===== config.mk =====
export PLATFORM = sky130hd
export DESIGN_NAME = escaped_text_unescaper_unit_flat
export DESIGN_NICKNAME = d
export VERILOG_FILES = /design/src/hw/rtl/etu_pkg.sv /design/src/hw/rtl/etu_if.sv /design/src/hw/rtl/escaped_text_unescaper_unit.sv /design/src/hw/rtl/etu_front.sv /design/src/hw/rtl/etu_queue.sv /design/src/hw/rtl/etu_back.sv /design/src/flat_wrapper.sv
export SDC_FILE = /design/constraint.sdc
export NUM_CORES = 1
export LEC_CHECK = 0
export BUFFER_PORTS_ARGS = -buffer_cell sky130_fd_sc_hd__buf_2
export CAP_MARGIN = 20
export CORE_MARGIN = 3
export CORE_UTILIZATION = 51
export CTS_CLUSTER_SIZE = 20
export DETAILED_ROUTE_END_ITERATION = 10
export MAX_ROUTING_LAYER = met4
export PLACE_DENSITY_LB_ADDON = 0.08
export REMOVE_ABC_BUFFERS = 1
export SYNTH_ARGS = -nofsm -noshare
export SYNTH_HDL_FRONTEND = slang
export SYNTH_SLANG_ARGS = --single-unit

===== constraint.sdc =====
create_clock -name clk -period 11.75 [get_ports clk]
set_input_delay 1.175 -clock clk [delete_from_list [all_inputs] [get_ports clk]]
set_output_delay 1.175 -clock clk [all_outputs]
set_load 0.1 [all_outputs]

===== src/hw/rtl/etu_pkg.sv =====
package etu_pkg;

	localparam int COUNT_WIDTH = 16;
	localparam int LIMIT_W     = 16;
	localparam int CMP_W       = (COUNT_WIDTH > LIMIT_W) ? COUNT_WIDTH : LIMIT_W;

	localparam int Q_DEPTH = 4;
	localparam int QPTR_W  = $clog2(Q_DEPTH);

	// Escape sequence state held between beats.
	localparam logic [2:0] PK_NONE   = 3'd0;
	localparam logic [2:0] PK_PCT    = 3'd1;
	localparam logic [2:0] PK_PCT2   = 3'd2;
	localparam logic [2:0] PK_CARET  = 3'd3;
	localparam logic [2:0] PK_DOLLAR = 3'd4;

	localparam logic [7:0] CH_PCT    = 8'h25;
	localparam logic [7:0] CH_TWO    = 8'h32;
	localparam logic [7:0] CH_ZERO   = 8'h30;
	localparam logic [7:0] CH_CARET  = 8'h5E;
	localparam logic [7:0] CH_DOLLAR = 8'h24;
	localparam logic [7:0] CH_AMP    = 8'h26;
	localparam logic [7:0] CH_SPACE  = 8'h20;

	// One decoded input beat: up to three results for the back end.
	typedef struct packed {
		logic [2:0][7:0] bytes;
		logic [1:0]      nres;
		logic            has;
		logic            last;
		logic [15:0]     total;
	} etu_entry_t;

endpackage


===== src/hw/rtl/etu_if.sv =====
interface etu_in_if;
	logic       valid;
	logic       ready;
	logic [7:0] in_byte;
	logic       in_last;

	modport source (output valid, output in_byte, output in_last, input ready);
	modport sink (input valid, input in_byte, input in_last, output ready);
endinterface

interface etu_out_if;
	logic        valid;
	logic        ready;
	logic [7:0]  out_byte;
	logic        has_byte;
	logic        out_last;
	logic [15:0] out_total;

	modport source (output valid, output out_byte, output has_byte, output out_last,
		output out_total, input ready);
	modport sink (input valid, input out_byte, input has_byte, input out_last,
		input out_total, output ready);
endinterface


===== src/hw/rtl/escaped_text_unescaper_unit.sv =====
// Decodes an escaped byte stream at up to one input beat per cycle: "%20" gives a space,
// "^^" gives '^', "^$" gives '&' and "$$" gives '$', everything else passes literally, and
// held escape bytes are flushed on the beat marked in_last. An input beat is decoded in the
// cycle it is accepted and parked in a four-entry queue; the output stage then sends one
// result beat per cycle while dout.ready is high, so a beat that yields two or three bytes
// occupies the output for one result beat per byte and the queue absorbs that until it
// fills, when din.ready drops. A result passes through its queue entry and then the output
// register before it is offered on dout. At most out_limit bytes are sent per message, and
// the message's final result carries out_last and the byte count in out_total, as a pure
// end marker with has_byte low if nothing else is left to send. out_limit resets to 65535
// and should be written only while no beats are in flight.
module escaped_text_unescaper_unit
	import etu_pkg::*;
(
	input  logic        clk,
	input  logic        arst_n,
	etu_in_if.sink      din,
	etu_out_if.source   dout,
	input  logic        cfg_we,
	input  logic [15:0] cfg_wdata
);

	logic [15:0] out_limit_q;
	logic        q_full;
	logic        push;
	etu_entry_t  push_data;
	logic        pop;
	logic        head_valid;
	etu_entry_t  head;

	always_ff @(posedge clk or negedge arst_n) begin
		if (!arst_n) begin
			out_limit_q <= 16'hFFFF;
		end else if (cfg_we) begin
			out_limit_q <= cfg_wdata;
		end
	end

	etu_front u_front (
		.clk       (clk),
		.arst_n    (arst_n),
		.din       (din),
		.out_limit (out_limit_q),
		.q_full    (q_full),
		.push      (push),
		.push_data (push_data)
	);

	etu_queue u_queue (
		.clk        (clk),
		.arst_n     (arst_n),
		.push       (push),
		.push_data  (push_data),
		.full       (q_full),
		.pop        (pop),
		.head_valid (head_valid),
		.head       (head)
	);

	etu_back u_back (
		.clk        (clk),
		.arst_n     (arst_n),
		.head_valid (head_valid),
		.head       (head),
		.pop        (pop),
		.dout       (dout)
	);

endmodule


===== src/hw/rtl/etu_front.sv =====
module etu_front
	import etu_pkg::*;
(
	input  logic         clk,
	input  logic         arst_n,
	etu_in_if.sink       din,
	input  logic [15:0]  out_limit,
	input  logic         q_full,
	output logic         push,
	output etu_entry_t   push_data
);

	logic [2:0]             pending_q;
	logic [COUNT_WIDTH-1:0] count_q;

	logic [2:0]       pending_nxt;
	logic [2:0][7:0]  buf_b;
	logic [1:0]       n;
	logic [1:0]       nh;
	logic             fresh;
	logic             is_opener;
	logic [2:0]       opener_code;
	logic [CMP_W-1:0] lim_ext;
	logic [CMP_W-1:0] cmax_ext;
	logic [CMP_W-1:0] lim_eff;
	logic [CMP_W-1:0] cnt_ext;
	logic [CMP_W-1:0] avail;
	logic [1:0]       k;
	logic [CMP_W-1:0] sum;
	logic             accept;

	assign din.ready = !q_full;
	assign accept    = din.valid && din.ready;

	always_comb begin
		is_opener   = 1'b0;
		opener_code = PK_NONE;
		case (din.in_byte)
			CH_PCT: begin
				is_opener   = 1'b1;
				opener_code = PK_PCT;
			end
			CH_CARET: begin
				is_opener   = 1'b1;
				opener_code = PK_CARET;
			end
			CH_DOLLAR: begin
				is_opener   = 1'b1;
				opener_code = PK_DOLLAR;
			end
			default: begin
				is_opener   = 1'b0;
				opener_code = PK_NONE;
			end
		endcase
	end

	// Held bytes go first; a broken escape then looks at the new byte afresh.
	always_comb begin
		buf_b       = '0;
		nh          = 2'd0;
		n           = 2'd0;
		fresh       = 1'b0;
		pending_nxt = PK_NONE;
		case (pending_q)
			PK_PCT: begin
				if (din.in_byte == CH_TWO && !din.in_last) begin
					pending_nxt = PK_PCT2;
				end else begin
					buf_b[0] = CH_PCT;
					nh       = 2'd1;
					fresh    = 1'b1;
				end
			end
			PK_PCT2: begin
				if (din.in_byte == CH_ZERO) begin
					buf_b[0] = CH_SPACE;
					n        = 2'd1;
				end else begin
					buf_b[0] = CH_PCT;
					buf_b[1] = CH_TWO;
					nh       = 2'd2;
					fresh    = 1'b1;
				end
			end
			PK_CARET: begin
				if (din.in_byte == CH_CARET) begin
					buf_b[0] = CH_CARET;
					n        = 2'd1;
				end else if (din.in_byte == CH_DOLLAR) begin
					buf_b[0] = CH_AMP;
					n        = 2'd1;
				end else begin
					buf_b[0] = CH_CARET;
					nh       = 2'd1;
					fresh    = 1'b1;
				end
			end
			PK_DOLLAR: begin
				if (din.in_byte == CH_DOLLAR) begin
					buf_b[0] = CH_DOLLAR;
					n        = 2'd1;
				end else begin
					buf_b[0] = CH_DOLLAR;
					nh       = 2'd1;
					fresh    = 1'b1;
				end
			end
			default: begin
				fresh = 1'b1;
			end
		endcase
		if (fresh) begin
			n = nh;
			if (!din.in_last && is_opener) begin
				pending_nxt = opener_code;
			end else begin
				buf_b[nh] = din.in_byte;
				n         = nh + 2'd1;
			end
		end
		if (din.in_last) begin
			pending_nxt = PK_NONE;
		end
	end

	// Only as many bytes as the limit leaves room for are passed on.
	always_comb begin
		lim_ext  = CMP_W'(out_limit);
		cmax_ext = CMP_W'({COUNT_WIDTH{1'b1}});
		lim_eff  = (lim_ext < cmax_ext) ? lim_ext : cmax_ext;
		cnt_ext  = CMP_W'(count_q);
		avail    = (cnt_ext >= lim_eff) ? '0 : (lim_eff - cnt_ext);
		k        = (CMP_W'(n) < avail) ? n : avail[1:0];
		sum      = cnt_ext + CMP_W'(k);
	end

	always_comb begin
		push_data.bytes = buf_b;
		push_data.has   = (k != 2'd0);
		push_data.nres  = (k == 2'd0) ? 2'd1 : k;
		push_data.last  = din.in_last;
		push_data.total = sum[15:0];
		push            = accept && ((k != 2'd0) || din.in_last);
	end

	always_ff @(posedge clk or negedge arst_n) begin
		if (!arst_n) begin
			pending_q <= PK_NONE;
			count_q   <= '0;
		end else if (accept) begin
			pending_q <= pending_nxt;
			count_q   <= din.in_last ? '0 : sum[COUNT_WIDTH-1:0];
		end
	end

endmodule


===== src/hw/rtl/etu_queue.sv =====
module etu_queue
	import etu_pkg::*;
(
	input  logic       clk,
	input  logic       arst_n,
	input  logic       push,
	input  etu_entry_t push_data,
	output logic       full,
	input  logic       pop,
	output logic       head_valid,
	output etu_entry_t head
);

	etu_entry_t        mem_q [Q_DEPTH];
	logic [QPTR_W-1:0] wr_ptr_q;
	logic [QPTR_W-1:0] rd_ptr_q;
	logic [QPTR_W:0]   fill_q;

	assign full       = (fill_q == (QPTR_W+1)'(Q_DEPTH));
	assign head_valid = (fill_q != '0);
	assign head       = mem_q[rd_ptr_q];

	always_ff @(posedge clk) begin
		if (push) begin
			mem_q[wr_ptr_q] <= push_data;
		end
	end

	always_ff @(posedge clk or negedge arst_n) begin
		if (!arst_n) begin
			wr_ptr_q <= '0;
			rd_ptr_q <= '0;
			fill_q   <= '0;
		end else begin
			if (push) begin
				wr_ptr_q <= wr_ptr_q + 1'b1;
			end
			if (pop) begin
				rd_ptr_q <= rd_ptr_q + 1'b1;
			end
			if (push && !pop) begin
				fill_q <= fill_q + 1'b1;
			end else if (pop && !push) begin
				fill_q <= fill_q - 1'b1;
			end
		end
	end

endmodule


===== src/hw/rtl/etu_back.sv =====
module etu_back
	import etu_pkg::*;
(
	input  logic       clk,
	input  logic       arst_n,
	input  logic       head_valid,
	input  etu_entry_t head,
	output logic       pop,
	etu_out_if.source  dout
);

	logic [1:0]  idx_q;
	logic        out_valid_q;
	logic [7:0]  out_byte_q;
	logic        has_byte_q;
	logic        out_last_q;
	logic [15:0] out_total_q;

	logic load;
	logic end_of_entry;
	logic is_last;

	assign load         = head_valid && (!out_valid_q || dout.ready);
	assign end_of_entry = (idx_q == (head.nres - 2'd1));
	assign is_last      = head.last && end_of_entry;
	assign pop          = load && end_of_entry;

	assign dout.valid     = out_valid_q;
	assign dout.out_byte  = out_byte_q;
	assign dout.has_byte  = has_byte_q;
	assign dout.out_last  = out_last_q;
	assign dout.out_total = out_total_q;

	always_ff @(posedge clk) begin
		if (load) begin
			out_byte_q  <= head.has ? head.bytes[idx_q] : 8'd0;
			has_byte_q  <= head.has;
			out_last_q  <= is_last;
			out_total_q <= is_last ? head.total : 16'd0;
		end
	end

	always_ff @(posedge clk or negedge arst_n) begin
		if (!arst_n) begin
			out_valid_q <= 1'b0;
			idx_q       <= 2'd0;
		end else if (load) begin
			out_valid_q <= 1'b1;
			idx_q       <= end_of_entry ? 2'd0 : (idx_q + 2'd1);
		end else if (dout.ready) begin
			out_valid_q <= 1'b0;
		end
	end

endmodule


===== src/flat_wrapper.sv =====
// flat-port wrapper written by rule: the top's interface ports become plain ports
module escaped_text_unescaper_unit_flat import etu_pkg::*;
  (clk, arst_n, cfg_we, cfg_wdata, din_valid, din_in_byte, din_in_last, din_ready, dout_valid, dout_out_byte, dout_has_byte, dout_out_last, dout_out_total, dout_ready);
  etu_in_if din_i ();
  etu_out_if dout_i ();
  input  logic clk;
  input  logic arst_n;
  input  logic cfg_we;
  input  logic [15:0] cfg_wdata;
  input wire logic [$bits(din_i.valid)-1:0] din_valid;
  input wire logic [$bits(din_i.in_byte)-1:0] din_in_byte;
  input wire logic [$bits(din_i.in_last)-1:0] din_in_last;
  output wire logic [$bits(din_i.ready)-1:0] din_ready;
  output wire logic [$bits(dout_i.valid)-1:0] dout_valid;
  output wire logic [$bits(dout_i.out_byte)-1:0] dout_out_byte;
  output wire logic [$bits(dout_i.has_byte)-1:0] dout_has_byte;
  output wire logic [$bits(dout_i.out_last)-1:0] dout_out_last;
  output wire logic [$bits(dout_i.out_total)-1:0] dout_out_total;
  input wire logic [$bits(dout_i.ready)-1:0] dout_ready;
  assign din_i.valid = din_valid;
  assign din_i.in_byte = din_in_byte;
  assign din_i.in_last = din_in_last;
  assign din_ready = din_i.ready;
  assign dout_valid = dout_i.valid;
  assign dout_out_byte = dout_i.out_byte;
  assign dout_has_byte = dout_i.has_byte;
  assign dout_out_last = dout_i.out_last;
  assign dout_out_total = dout_i.out_total;
  assign dout_i.ready = dout_ready;
  escaped_text_unescaper_unit u_core (.clk(clk), .arst_n(arst_n), .din(din_i), .dout(dout_i), .cfg_we(cfg_we), .cfg_wdata(cfg_wdata));
endmodule

Word level (Yosys, flattened, before mapping)
Memories as Yosys holds them, arrays and structs flattened.
Cells that the tools add are included.
{"block": "classes", "magnitude_cmp": 6, "muxes": 49, "addsub": 9, "eq_ne": 11, "n_reduce_logical": 23}
{"op": "$mux W16", "count": 3}
{"op": "$mux W24", "count": 2}
{"op": "$eq A8 B6 Y1 const B", "count": 4}
{"op": "$pmux W8 S4", "count": 1}
{"op": "$bwmux W24", "count": 1}
{"op": "$mux W8", "count": 3}
{"op": "$mux W3", "count": 6}
{"op": "$add A16 B2 Y16", "count": 1}
{"op": "$bmux W8 S2", "count": 1}
{"op": "$demux W8 S2", "count": 1}
{"op": "$ge A16 B16 Y1", "count": 1}
{"op": "$lt A16 B16 Y1 const B", "count": 1}
{"op": "$lt A2 B16 Y1", "count": 1}
{"op": "$mux W2", "count": 8}
{"op": "$sub A16 B16 Y16", "count": 1}
{"op": "$mux W1", "count": 15}
{"op": "$mux W7", "count": 2}
{"op": "$mux W6", "count": 2}
{"op": "$logic_and A1 B1 Y1", "count": 10}
{"op": "$pmux W3 S3", "count": 1}
{"op": "$add A2 B1 Y2 const B", "count": 4}
{"op": "$eq A8 B7 Y1 const B", "count": 1}
{"op": "$pmux W2 S4", "count": 1}
{"op": "$eq A3 B2 Y1 const B", "count": 2}
{"op": "16 further kinds", "count": 25}
{"block": "totals", "elab_cells": 111, "output_inout_bits": 28, "inputBits": 30, "n_memories": 1, "ram_bits": 176, "regBits": 71}
{"name": "u_core.u_queue.mem_q", "depth": 4, "width": 44, "rd": 1, "rd_ports_with_merged_regs": 0, "wr": 1, "line": "etu_queue.sv:14", "text": "etu_entry_t mem_q [Q_DEPTH];"}

Logic depth before layout (Yosys ltp)
{"block": "logic_depth", "ltp_word": 16, "ltp_mapped": 28, "depth_no_buf": 28}

Modules after synthesis
Synthesis repeated with hierarchy kept, for this count alone.
{"block": "unflattened", "hier_cells": 829, "area_unflattened_um2": 11766.3}
{"mod": "etu_queue", "area_per_inst_um2": 6806.5, "cells_each": 264, "seq_area_each_um2": 5460.2, "instances": 1}
{"mod": "etu_front", "area_per_inst_um2": 2912.8, "cells_each": 412, "seq_area_each_um2": 475.5, "instances": 1}
{"mod": "etu_back", "area_per_inst_um2": 1377.6, "cells_each": 119, "seq_area_each_um2": 855.8, "instances": 1}
{"mod": "escaped_text_unescaper_unit", "area_per_inst_um2": 669.4, "cells_each": 34, "seq_area_each_um2": 420.4, "instances": 1}

Least setup slack after synthesis
Ideal clock, no wire load.
{"block": "synth_path", "path_kind": "input to register", "from": "input din_in_byte[3]", "to": "memory u_core.u_queue.mem_q[0][15] in the netlist's numbering, data pin", "path_slack_ps": 5193, "path_buffers": 0, "setup_ps": 272, "t_required_ps": 11478, "path_stages": 20, "arrival_ps": 6286, "cell_sequence": "or4b_4 or3_2 o21ai_0 ha_1 mux2i_1 nand2_1 inv_1 ha_1 o2bb2ai_4 nor3_1 a22o_1 a22o_2 ha_1 a21o_1 nand2_1 nor4_1 nand3_1 nor4_1 nand3_1 xnor2_1"}
{"item": "start: declaration", "line": "flat_wrapper.sv:11", "text": "input wire logic [$bits(din_i.in_byte)-1:0] din_in_byte;"}
{"item": "end: declaration", "line": "etu_queue.sv:14"}

==> run_results.csv <==
group,metric,value,unit
outcome,status,"finished, final reports clean",
sta,setup-tns-final,0,ns
grt,antenna_found_initial,1,
sta,grt_setup_unrepaired,"false",
placement,dp_cells,1105,
grt,grt_pass1_wl,39.3,mm
clock_tree,cts_tree,"built",
setup_path,crit_path_end_kind,"flop",
cells_and_area,drive_above_1_share,0.248,
logic_synthesis,muxShareOfSynthArea,0.116,
sta,final_hold_viol_count,0,
logic_synthesis,ys.flop_type,"edfxtp_1",
cells_and_area,final_util,0.588,
grt,grt_overflow,0,
drt,first_pass_iters,5,
clock_tree,cts_hold_buf,0,
placement,post-dp-hpwl,16.1,mm
logic_synthesis,netlist_area,11600,um2
sta,setup_violations,0,
clock_tree,cts_resized,0,
logic_synthesis,synth-compound-area-share,0.0782,
drt,drc_errors,0,
power_and_ir_drop,peakVddDrop,0.128,mV
clock_tree,h-tree-depth,1,
cells_and_area,design_area,13000,um2
cells_and_area,layoutNonFillerInstCount,1156,
logic_synthesis,ys_types,76,
setup_path,timing.critical_path.fanout_max,6,
logic_synthesis,syn-instance-count,807,
sta,holdWs,0.493,ns
min_path,hold_class,"reg2reg",
power_and_ir_drop,p_per_area,266,nW/um2
logic_synthesis,synth-xor-area-share,0.0205,
sta,maxSlewViolCount,0,
logic_synthesis,synth_edf_count,202,
sta,worst_pin_slew,0.989,ns
sta,worst_slack,4.77,ns
clock_tree,cts_buffers,27,
logic_synthesis,ys_warn_count,0,
clock_tree,cts-root-buf,"clkbuf_16",
power_and_ir_drop,finalPower,3.45,mW
sta,relSlewSlack,0.334,
logic_synthesis,async_flop_share,0.182,
placement,placed_area,12100,um2
drt,drtIter0Drc,531,
logic_synthesis,synth-seq-area-share,0.624,
floorplanning,design.die.area,24500,um2
clock_tree,clk_path_buf_depth,3,
clock_tree,cts.sinks,247,
drt,avgViaCountPerCell,5.98,
floorplanning,pin_count,58,
logic_synthesis,synthSimpleGateAreaFrac,0.0936,
setup_path,startpoint_type,"primary input",
cells_and_area,area_delta_synth_final,12.1,%
clock_tree,postCtsSetupBuffers,0,
floorplanning,core_area,22000,um2
setup_path,crit_required,12.06,ns
placement,port_buffers,57,
drt,via_count,6908,
drt,wl_per_cell,21.5,um
grt,grt_max_degree,47,
clock_tree,clkLatencyLatePin,0.52,ns
cells_and_area,fill_cells,1736,
logic_synthesis,ys_ff_latch,247,
setup_path,crit_type,"in2reg",
clock_tree,clkTransAtPathRegs,0.06,ns
grt,first_global_vias,6966,
logic_synthesis,syn-mean-instance-area,14.3,um2
sta,fin_skew,0.00846,ns
floorplanning,rows,54,
grt,gr-usage-all-layers,0.212,
sta,fmax,0.143,GHz
floorplanning,initial_core_util,0.525,
placement,place_ws,4.27,ns
placement,gp_congestion,0.960,
logic_synthesis,synth_top_family_by_area,"multiplexers",
sta,fin_crit_sh,0.594,
setup_path,cp.arrival,7.29,ns
power_and_ir_drop,p_leak,4.76,nW
drt,routed_wl,24.8,mm
run,maxCapViolCount,0,
sta,fin_crit,6.98,ns
drt,ant_nets,0,
logic_synthesis,synthAdderAreaFrac,0.0344,
cells_and_area,nets,915,
floorplanning,die-width,157,um
floorplanning,die-height,157,um
registers in the layout, indices dropped and copies added (netlist names), 2 cells and up:
register and cells:
u_core.u_back.dout.out_total 16, u_core.u_queue.wr_ptr_q 2, u_core.u_back.dout.out_byte 8, u_core.u_back.idx_q 2, u_core.u_queue.fill_q 3, u_core.u_queue.rd_ptr_q 2, u_core.out_limit_q 16, u_core.u_queue.mem_q 176
u_core.u_front.pending_q 3, u_core.u_front.cnt_ext 16
cell families (layout without fill, tap and decap cells):
logic type	count (synthesis)	after routing
flops	247	247
mux	76	76
buf+inv	98	166
other cells	0	1
xor+xnor	27	27
simple gates	197	197
fa+ha+maj	30	30
compound gates	132	132
metal layers:
metal  up-vias  global-route usage  share of wire
met5         -                   -              0
met4         0              0.0488          0.017
met2       205               0.332           0.48
met1      3504               0.299           0.45
li1       3163                   -              -
met3        36              0.0304          0.052
layout by cell type (no fill, tap or decap), types with 14 or more instances in the layout:
cell type	Yosys	final
a21oi_1	24	23
and3_1	30	30
buf_2	1	57
clkbuf_16	0	27
dfrtp_1	29	27
dfstp_2	16	16
edfxtp_1	202	202
ha_1	27	27
inv_1	48	48
mux2_2	17	17
mux2i_1	14	14
mux4_2	44	44
nand2_1	44	44
nor2_1	32	32
nor3_1	16	16
o21ai_0	36	36
o22ai_1	19	19
xnor2_1	22	22
layout make-up:
cell class	count	area, um2	share of cell area
tap	280	350	0.0270
clock inverter	17	141	0.0109
clock buffer	32	704	0.0544
timing repair buffer	69	395	0.0305
sequential	247	7210	0.557
multi-input combinational	462	3970	0.306
antenna	1	2.50	0.000193
inverter	48	180	0.0139
Yosys cell counts (all sizes together) (3+ instances only):
cell | count | area (um2)
nand2b | 8 | 50.1
or3 | 4 | 26.3
o2111ai | 3 | 26.3
a22o | 3 | 28.8
mux2i | 14 | 140
nor4 | 4 | 40.0
mux2 | 18 | 206
nand2 | 44 | 165
a22oi | 4 | 30.0
mux4 | 44 | 991
and2 | 17 | 111
nand4 | 7 | 43.8
nor3 | 17 | 90.1
clkbuf | 40 | 170
a211o | 3 | 27.5
o21ai | 36 | 180
or2b | 3 | 26.3
nand3 | 9 | 45.0
nor2b | 9 | 56.3
a21o | 6 | 46.3
xnor2 | 22 | 193
o21a | 6 | 45.0
inv | 48 | 180
o22ai | 19 | 119
a31oi | 5 | 31.3
dfrtp | 29 | 726
o31ai | 5 | 51.3
a21oi | 24 | 120
nor2 | 32 | 120
ha | 27 | 338
xor2 | 5 | 43.8
buf | 10 | 42.5
and3 | 32 | 203
dfstp | 16 | 420
edfxtp | 202 | 6070
fa | 3 | 60.1
worst paths after layout:
check	startpoint	to	slack (ns)	depth (start not counted)
min in group asynchronous	arst_n	u_core.u_front.cnt_ext[0]	0.77	2
hold reg to reg	u_core.u_queue.fill_q[2]	u_core.u_queue.fill_q[2]	0.49	1
hold / removal	u_core.u_queue.fill_q[2]	u_core.u_queue.fill_q[2]	0.49	1
setup reg to reg	u_core.u_front.cnt_ext[3]	u_core.u_queue.mem_q[1][15]	5.29	21
setup / recovery	din_in_byte[3]	u_core.u_queue.mem_q[1][15]	4.77	21
max in group asynchronous	arst_n	u_core.u_queue.rd_ptr_q[1]	10.53	2
worst max-delay path, stage by stage:
cell and delay, ns:
buf_2 0.13, or4b_4 0.58, or3_2 0.49, o21ai_0 0.57, ha_1 0.35, mux2i_1 0.13, nand2_1 0.10, inv_1 0.13
ha_1 0.27, o2bb2ai_4 0.22, nor3_1 0.07, a22o_1 0.25, a22o_2 0.24, ha_1 0.28, a21o_1 0.11, nand2_1 0.13
nor4_1 0.61, nand3_1 0.30, nor4_1 0.60, nand3_1 0.23, xnor2_1 0.31
power by group:
group          internal, mW  total, mW  switching (mW)
Sequential             1.22       1.32          0.0999
Clock                 0.471      0.797           0.326
Combinational         0.439       1.33           0.894
Total                  2.13       3.45            1.32
No activity file was read; power rests on OpenSTA's default activity.
